## src/rtl/assert_macros.svh

```systemverilog
// Assertion macros used by the top level of the NMS block.
`ifndef ASSERT_MACROS_SVH
`define ASSERT_MACROS_SVH

// Checked on every clock edge outside reset.
`define GCN_ASSERT(lbl, prop, msg) \
  lbl: assert property (@(posedge clk) disable iff (!rst_n) (prop)) else $error(msg);

// Checked on every clock edge, reset included.
`define GCN_ASSERT_ALWAYS(lbl, prop, msg) \
  lbl: assert property (@(posedge clk) (prop)) else $error(msg);

`endif

```

## src/rtl/gcnms_pkg.sv

```systemverilog
// Types and constants of the greedy per-class NMS block.
package gcnms_pkg;

  localparam int COORD_W = 16;
  localparam int CLASS_W = 6;
  localparam int EDGE_W  = 20;   // doubled edges, signed
  localparam int SPAN_W  = 18;   // clipped overlap span
  localparam int MUL_W   = 18;   // shared multiplier operand width
  localparam int PROD_W  = 2 * MUL_W;
  localparam int AREA_W  = 32;
  localparam int UNI_W   = 35;   // union in quadrupled units
  localparam int UNI_LO  = 18;   // low slice of the union for the split product
  localparam int CMP_W   = 53;

  localparam logic [COORD_W-1:0] THR_RESET = 16'd29491;

  typedef struct packed {
    logic [COORD_W-1:0] cx;
    logic [COORD_W-1:0] cy;
    logic [COORD_W-1:0] w;
    logic [COORD_W-1:0] h;
    logic [COORD_W-1:0] score;
    logic [CLASS_W-1:0] cls;
  } box_t;

  typedef struct packed {
    box_t box;
    logic final_kept;
    logic none_kept;
  } res_t;

  typedef enum logic [3:0] {
    S_LOAD, S_RD, S_CHK, S_MI, S_MB, S_UN, S_ML, S_MH, S_CMP, S_NEXT,
    S_AA, S_AB, S_WAIT
  } state_t;

  // what follows once the pending result beat is taken
  typedef enum logic [1:0] {
    ACT_SCAN, ACT_FLUSH, ACT_DONE
  } act_t;

endpackage

```

## src/rtl/gcnms_mul.sv

```systemverilog
// Shared unsigned multiplier with a registered product.
module gcnms_mul import gcnms_pkg::*; (
  input  logic              clk,
  input  logic [MUL_W-1:0]  a,
  input  logic [MUL_W-1:0]  b,
  output logic [PROD_W-1:0] p
);

  logic [PROD_W-1:0] p_r;

  always_ff @(posedge clk) begin
    p_r <= PROD_W'(a) * PROD_W'(b);
  end

  assign p = p_r;

endmodule

```

## config.mk

```make
export PLATFORM = sky130hd
export DESIGN_NAME = gcnms_mul
export DESIGN_NICKNAME = d
export VERILOG_FILES = /design/src/rtl/assert_macros.svh /design/src/rtl/gcnms_pkg.sv /design/src/rtl/gcnms_mul.sv
export SDC_FILE = /design/constraint.sdc
export NUM_CORES = 1
export LEC_CHECK = 0
export ABC_AREA = 0
export BUFFER_PORTS_ARGS = -buffer_cell sky130_fd_sc_hd__buf_2
export CORE_ASPECT_RATIO = 0.5
export CORE_UTILIZATION = 37
export CTS_BUF_LIST = sky130_fd_sc_hd__clkbuf_8
export DETAILED_ROUTE_END_ITERATION = 10
export MAX_ROUTING_LAYER = met4
export SLEW_MARGIN = 20
export SYNTH_ARGS = -nofsm -noshare
export SYNTH_HDL_FRONTEND = slang
export SYNTH_SLANG_ARGS = --single-unit
```

## constraint.sdc

```tcl
create_clock -name clk -period 12.3 [get_ports clk]
set_input_delay 0 -clock clk [delete_from_list [all_inputs] [get_ports clk]]
set_output_delay 0 -clock clk [all_outputs]
set_load 0.1 [all_outputs]
```

==> out/results.txt, run 1 <==
sinks on the clock net: 36
Largest register FFs: 36
top-level port count: 73
transition at the pin with the smallest max-transition slack: 0.672 ns
origin of the worst min-delay path: a[0]
number of unique standard cell types used by synthesis: 43
Adder-Cell Fraction of Synth Area: 0.570
routability cong.: 0.929
combined global-route utilization of all metal layers: 0.185
CTS Buf Count: 5
Worst path slowest cell: sky130_fd_sc_hd__fa_1
area added between synthesis and finish: 6.85%
pin count of the biggest net entering global routing: 19
Worst Path Arrival: 6.00 ns
Avg Cell Area, Syn: 8.88 um^2
initial standard-cell utilization of the core: 0.376
clock-pin slew reported for the worst setup and hold paths after clock tree synthesis: 0.07 ns
Remaining Overflow, GRT: 0
Residual DRC: 0
nets: 1716
Final min period: 5.82 ns
kind of end point of the critical path: register
Data required, critical path: 12.47 ns
buffer depth of the longest clock path: 2
top flip-flop cell by instance count after synthesis: sky130_fd_sc_hd__dfxtp_1
multiplexer share of the synthesized area: 0
via total after detailed routing: 8400
Setup crit start kind: input pin
placed wire-length estimate after detailed placement: 22200 um
total number of H-tree levels: 2
WL/cell: 15.7 um
maximum single-stage delay on the critical path: 0.56 ns
via count of the first global-routing pass: 9094
count of mapped cells out of synthesis: 1284
period utilisation layout: 0.473
class of the tightest hold or removal check: input pin to register
number of setup violations in the final report: 0
Std-Cell Core Area: 30300 um^2
dominant combinational cell family by area after synthesis: adder cells
wire length of the first global-routing pass: 45000 um
count of synthesis-stage warnings from yosys: 0
number of enable flip-flop cells after synthesis: 0
Die Ht: 126 um
hold violation count in the final report: 0
status: finished, final reports clean
Worst Hold Depth: 2
headroom to the max-slew limit: 0.547
destination of the worst hold path: p[0]
synthesized-area fraction occupied by ao, oa, aoi and oai cells: 0.0536
Synth async-reset ratio: 0
simple logic cell fraction of the synthesized area: 0.166
highest clock rate: 172 MHz
register area share after synthesis: 0.0632
post-cts gate resize count: 0
count of buffers inserted at the top-level ports: 72
final-layout setup total negative slack: 0 ns
Die Footprint: 31600 um^2
Most common cell on crit path: sky130_fd_sc_hd__fa_1
number of vias per cell: 4.90
hold bufs inserted after CTS: 0
critical path, cell by cell: buf_2 -> nand2_1 -> fa_1 -> inv_1 -> fa_1 -> inv_1 -> fa_1 -> inv_1 -> fa_1 -> fa_1 -> inv_1 -> fa_1 -> inv_1 -> ha_1 -> a21oi_1 -> o22ai_1 -> a211oi_1 -> a31oi_1 -> a311oi_1 -> o21ai_0 -> xor2_1
synthesized netlist net count: 1687
flip-flop and latch count after synthesis: 36
TritonCTS clock tree: built
setup repair after global routing missed its margin: false
class of the most critical setup path: input pin to register
drt pass-1 iters: 7
Root Driver: sky130_fd_sc_hd__clkbuf_8
count of pins over their slew limit: 0
share of final-layout standard cells stronger than drive strength 1: 0.0639
buffers inserted during post-CTS setup optimization: 0
mapped cell area: 11400 um^2
initial DRC count: 384
max-cap violation count: 0
chip width: 250 um
number of routed nets with antenna violations: 0
XOR/XNOR share of the synthesized area: 0.0246
Max FO, Critical Path: 18
initial antenna violation count: 0
total length of routed wires: 26900 um
num rows: 45
-- critical path: cells and delay by family --
kind	cells	cell delay, ns
adders and majority gates	7	3.37
AOI/OAI and AO/OA	6	1.77
buffers and inverters	6	0.58
xor gates and xnor gates	1	0.16
and+or+nand+nor	1	0.14
-- logic make-up (layout without fill, tap and decap cells) --
| group | after synthesis | after routing |
|---|---|---|
| XOR/XNOR | 32 | 32 |
| buffers and inverters | 372 | 402 |
| AO/OA/AOI/OAI | 95 | 95 |
| other | 0 | 1 |
| flip-flops | 36 | 36 |
| adder cells (fa/ha/maj) | 366 | 366 |
| AND/OR/NAND/NOR | 383 | 383 |
-- per-layer routing --
layer / wire (um) / GRT usage / share of wire
met5: 0 / - / 0
met2: 13800 / 0.319 / 0.51
met3: 1150 / 0.0287 / 0.043
met1: 11400 / 0.229 / 0.42
met4: 524 / 0.0368 / 0.019
-- synth_stat cells (2+ instances only) --
cell type	instances	area, um^2
sky130_fd_sc_hd__clkbuf_1	49	184
sky130_fd_sc_hd__a211oi_1	3	22.5
sky130_fd_sc_hd__fa_1	256	5120
sky130_fd_sc_hd__dfxtp_1	36	721
sky130_fd_sc_hd__o211ai_1	5	37.5
sky130_fd_sc_hd__and3_1	3	18.8
sky130_fd_sc_hd__nand3_1	3	15.0
sky130_fd_sc_hd__inv_1	322	1210
sky130_fd_sc_hd__o21bai_1	6	45.0
sky130_fd_sc_hd__a21oi_1	37	185
sky130_fd_sc_hd__xor2_1	10	87.6
sky130_fd_sc_hd__a31oi_1	4	25.0
sky130_fd_sc_hd__o21a_1	2	15.0
sky130_fd_sc_hd__xnor2_1	22	193
sky130_fd_sc_hd__o21ai_0	14	70.1
sky130_fd_sc_hd__nor2_1	10	37.5
sky130_fd_sc_hd__ha_1	110	1380
sky130_fd_sc_hd__nand4_1	7	43.8
sky130_fd_sc_hd__nand2_1	193	724
sky130_fd_sc_hd__a21o_1	11	82.6
sky130_fd_sc_hd__and2_1	159	995
-- layout make-up --
class | count | area, um^2
fillers | 3067 | 18100
clock buffers | 5 | 68.8
well taps | 399 | 499
repair buffers | 72 | 360
multi-input cells | 876 | 9290
clock inverters | 3 | 38.8
flip-flops and latches | 36 | 721
diodes | 1 | 2.50
inverters | 322 | 1210
-- stage by stage --
step                      utilization  std cells  hold slack (ns)  worst slack [ns]  instance area (um^2)
final                           0.402       1714            0.221              6.48                 12200
after global routing            0.402       1713            0.206              6.26                 12200
after CTS                       0.402       1713            0.204              6.57                 12200
after detailed placement        0.399       1705            0.534              6.27                 12100
after global placement          0.399       1705            0.529              6.41                 12100
after floorplan                     -       1284            0.127              6.70                 11400
-- worst max path at each step --
stage | cells past startpoint | from | end | slack, ns
2_1_floorplan | 22 | b[9] | p[33] | 6.70
3_3_place_gp | 21 | a[7] | p[33] | 6.41
3_5_place_dp | 21 | a[7] | p[33] | 6.27
4_1_cts | 21 | a[7] | p[33] | 6.57
5_1_grt | 19 | a[14] | p[33] | 6.26
6_report | 21 | a[7] | p[33] | 6.48
-- cells in the final DEF (no fill, tap or decap), types with 2 or more instances in the layout --
cell type,count
sky130_fd_sc_hd__nor2_1,10
sky130_fd_sc_hd__a211oi_1,3
sky130_fd_sc_hd__xor2_1,10
sky130_fd_sc_hd__and2_1,159
sky130_fd_sc_hd__nand4_1,7
sky130_fd_sc_hd__xnor2_1,22
sky130_fd_sc_hd__inv_1,323
sky130_fd_sc_hd__a21oi_1,37
sky130_fd_sc_hd__ha_1,110
sky130_fd_sc_hd__o21bai_1,6
sky130_fd_sc_hd__o21a_1,2
sky130_fd_sc_hd__o211ai_1,5
sky130_fd_sc_hd__nand2_1,193
sky130_fd_sc_hd__a21o_1,11
sky130_fd_sc_hd__and3_1,3
sky130_fd_sc_hd__a31oi_1,4
sky130_fd_sc_hd__dfxtp_1,36
sky130_fd_sc_hd__nand3_1,3
sky130_fd_sc_hd__fa_1,256
sky130_fd_sc_hd__clkbuf_8,5
sky130_fd_sc_hd__o21ai_0,14
sky130_fd_sc_hd__buf_2,72
Power of run 1 is not shown: default switching activity piles up to over one toggle a cycle in this logic, so the estimate is an artifact.
==> run 2, diff against run 1 <==
clock period = 4.9 ns   (was 12.3 ns; I/O delays follow)
==> run 2 against run 1 <==
Compared with the run above: the flow now finishes with violations (setup timing); core utilization up 6.1 points; die area is the same; final area grew 15%; count of clock-buffer cells in the layout stayed put; via count is 5.4% higher; first-iteration DRC count decreased by 1.3%; non-clock buffer count is 160 higher.
==> out/results.txt, run 2 (synthesis gave the netlist of run 1 again) <==
status: finished with violations
violated checks: setup timing
number of vias per cell: 4.73 (-3.5%)
post-route met1 wirelength: 12100 um (+5.7%)
CTS Buf Count: 5 (unchanged)
Non-Filler Instances: 1873 (+9.3%)
area of placed instances: 13400 um^2 (+11%)
Std-Cell Core Area: 30300 um^2 (unchanged)
Setup crit start kind: input pin
placed wire-length estimate after detailed placement: 24000 um (+8.1%)
Remaining Overflow, GRT: 0 (unchanged)
Sequential Area: 721 um^2 (unchanged)
chip width: 250 um (unchanged)
kind of end point of the critical path: register
top-level port count: 73 (unchanged)
WL/cell: 14.4 um (-8.1%)
diode insertion count for antenna repair: 0 (-1)
class of the tightest hold or removal check: input pin to register
num rows: 45 (unchanged)
clock-pin slew reported for the worst setup and hold paths after clock tree synthesis: 0.08 ns (about the same)
number of placed instances with taps included: 1855 (+8.8%)
max-cap violation count: 0 (unchanged)
Worst Path Arrival: 5.09 ns (-0.91 ns)
hold violation count in the final report: 0 (unchanged)
Worst Hold Depth: 3 (+1)
final-layout setup total negative slack: -0.00856 ns (-0.00856 ns)
final instance area: 14000 um^2 (+15%)
Die Ht: 126 um (unchanged)
initial DRC count: 379 (-1.3%)
Residual DRC: 0 (unchanged)
Data required, critical path: 5.08 ns (-7.39 ns)
setup repair after global routing missed its margin: true
via count of the first global-routing pass: 9419 (+3.6%)
met2 WL: 13900 um (+0.87%)
count of pins over their slew limit: 0 (unchanged)
Largest register FFs: 36 (unchanged)
Top Layer Used: met4
transition at the pin with the smallest max-transition slack: 0.492 ns (-0.180 ns)
number of fillers in the final layout: 2923 (-4.7%)
period utilisation layout: 1.00
area added between synthesis and finish: 23.1%
Final min period: 4.91 ns
sinks on the clock net: 36 (unchanged)
via total after detailed routing: 8855 (+5.4%)
Final WS setup: -0.00856 ns (-6.49 ns)
wire length of the first global-routing pass: 46000 um (+2.1%)
highest clock rate: 204 MHz
TritonCTS clock tree: built
Root Driver: sky130_fd_sc_hd__clkbuf_8
initial antenna violation count: 0 (unchanged)
hold bufs inserted after CTS: 0 (unchanged)
pin count of the biggest net entering global routing: 14 (-5)
class of the most critical setup path: input pin to register
drt pass-1 iters: 5 (-2)
total number of H-tree levels: 2 (unchanged)
share of final-layout standard cells stronger than drive strength 1: 0.220 (+0.156)
Max FO, Critical Path: 7 (-11)
initial standard-cell utilization of the core: 0.376 (unchanged)
nets: 1876 (+9.3%)
most common cell after layout, fill and taps aside: sky130_fd_sc_hd__inv_1
multi-input combinational cell area: 9700 um^2 (+4.5%)
headroom to the max-slew limit: 0.674 (+0.127)
count of buffers inserted at the top-level ports: 72 (unchanged)
buffer depth of the longest clock path: 2 (unchanged)
number of routed nets with antenna violations: 0 (unchanged)
total length of routed wires: 27000 um (+0.38%)
routed wl met3: 720 um (-38%)
Die Footprint: 31600 um^2 (unchanged)
most frequent cells in the layout: 311 x sky130_fd_sc_hd__inv_1, 252 x sky130_fd_sc_hd__fa_1, 188 x sky130_fd_sc_hd__nand2_1
combined global-route utilization of all metal layers: 0.185 (+0.000298)
routability cong.: 0.928 (about the same)
number of setup violations in the final report: 1 (+1)
[run 2: per-stage QoR]
step	util	hold slack, ns	worst slack (ns)
after CTS	0.454	0.212	-0.0325
after global routing	0.463	0.217	-0.132
after floorplan	-	0.127	-0.141
final	0.463	0.229	-0.00856
after detailed placement	0.441	0.548	-0.551
after global placement	0.441	0.552	-0.464
[run 2: metal layers]
metal | vias to the layer above | track usage
li1 | 4135 | -
met1 | 4587 | 0.244
met2 | 113 | 0.314
met3 | 20 | 0.0217
met4 | 0 | 0.0242
met5 | - | -
[run 2: layout make-up]
| class | instances | area share |
|---|---|---|
| repair buffers | 232 | 0.128 |
| clock inverters | 3 | 0.00276 |
| inverters | 322 | 0.0861 |
| clock buffers | 5 | 0.00490 |
| flip-flops and latches | 36 | 0.0513 |
| multi-input cells | 876 | 0.691 |
| well taps | 399 | 0.0356 |
[run 2: what timing repair did]
action,CTS,global route
setup endpoints to repair,14,15
gates cloned,0,0
pin swaps,27,48
resized for setup,62,79
setup buffers,4,6
[run 2: worst paths after layout]
path              from     to  slack [ns]
setup / recovery  a[6]  p[34]      -0.009
hold / removal    b[0]   p[0]        0.23
[run 2: critical path: stages]
cell	delay [ns]
sky130_fd_sc_hd__buf_12	0.12
sky130_fd_sc_hd__and2_4	0.15
sky130_fd_sc_hd__fa_1	0.54
sky130_fd_sc_hd__inv_2	0.04
sky130_fd_sc_hd__fa_2	0.53
sky130_fd_sc_hd__fa_1	0.43
sky130_fd_sc_hd__fa_1	0.51
sky130_fd_sc_hd__inv_2	0.04
sky130_fd_sc_hd__fa_1	0.51
sky130_fd_sc_hd__inv_2	0.05
sky130_fd_sc_hd__fa_1	0.52
sky130_fd_sc_hd__inv_2	0.05
sky130_fd_sc_hd__ha_4	0.28
sky130_fd_sc_hd__nand2_4	0.06
sky130_fd_sc_hd__or4_4	0.57
sky130_fd_sc_hd__a2111oi_4	0.30
sky130_fd_sc_hd__a211o_1	0.20
sky130_fd_sc_hd__a21oi_2	0.07
sky130_fd_sc_hd__xnor2_1	0.12
Power of run 2 is left out for the same reason.
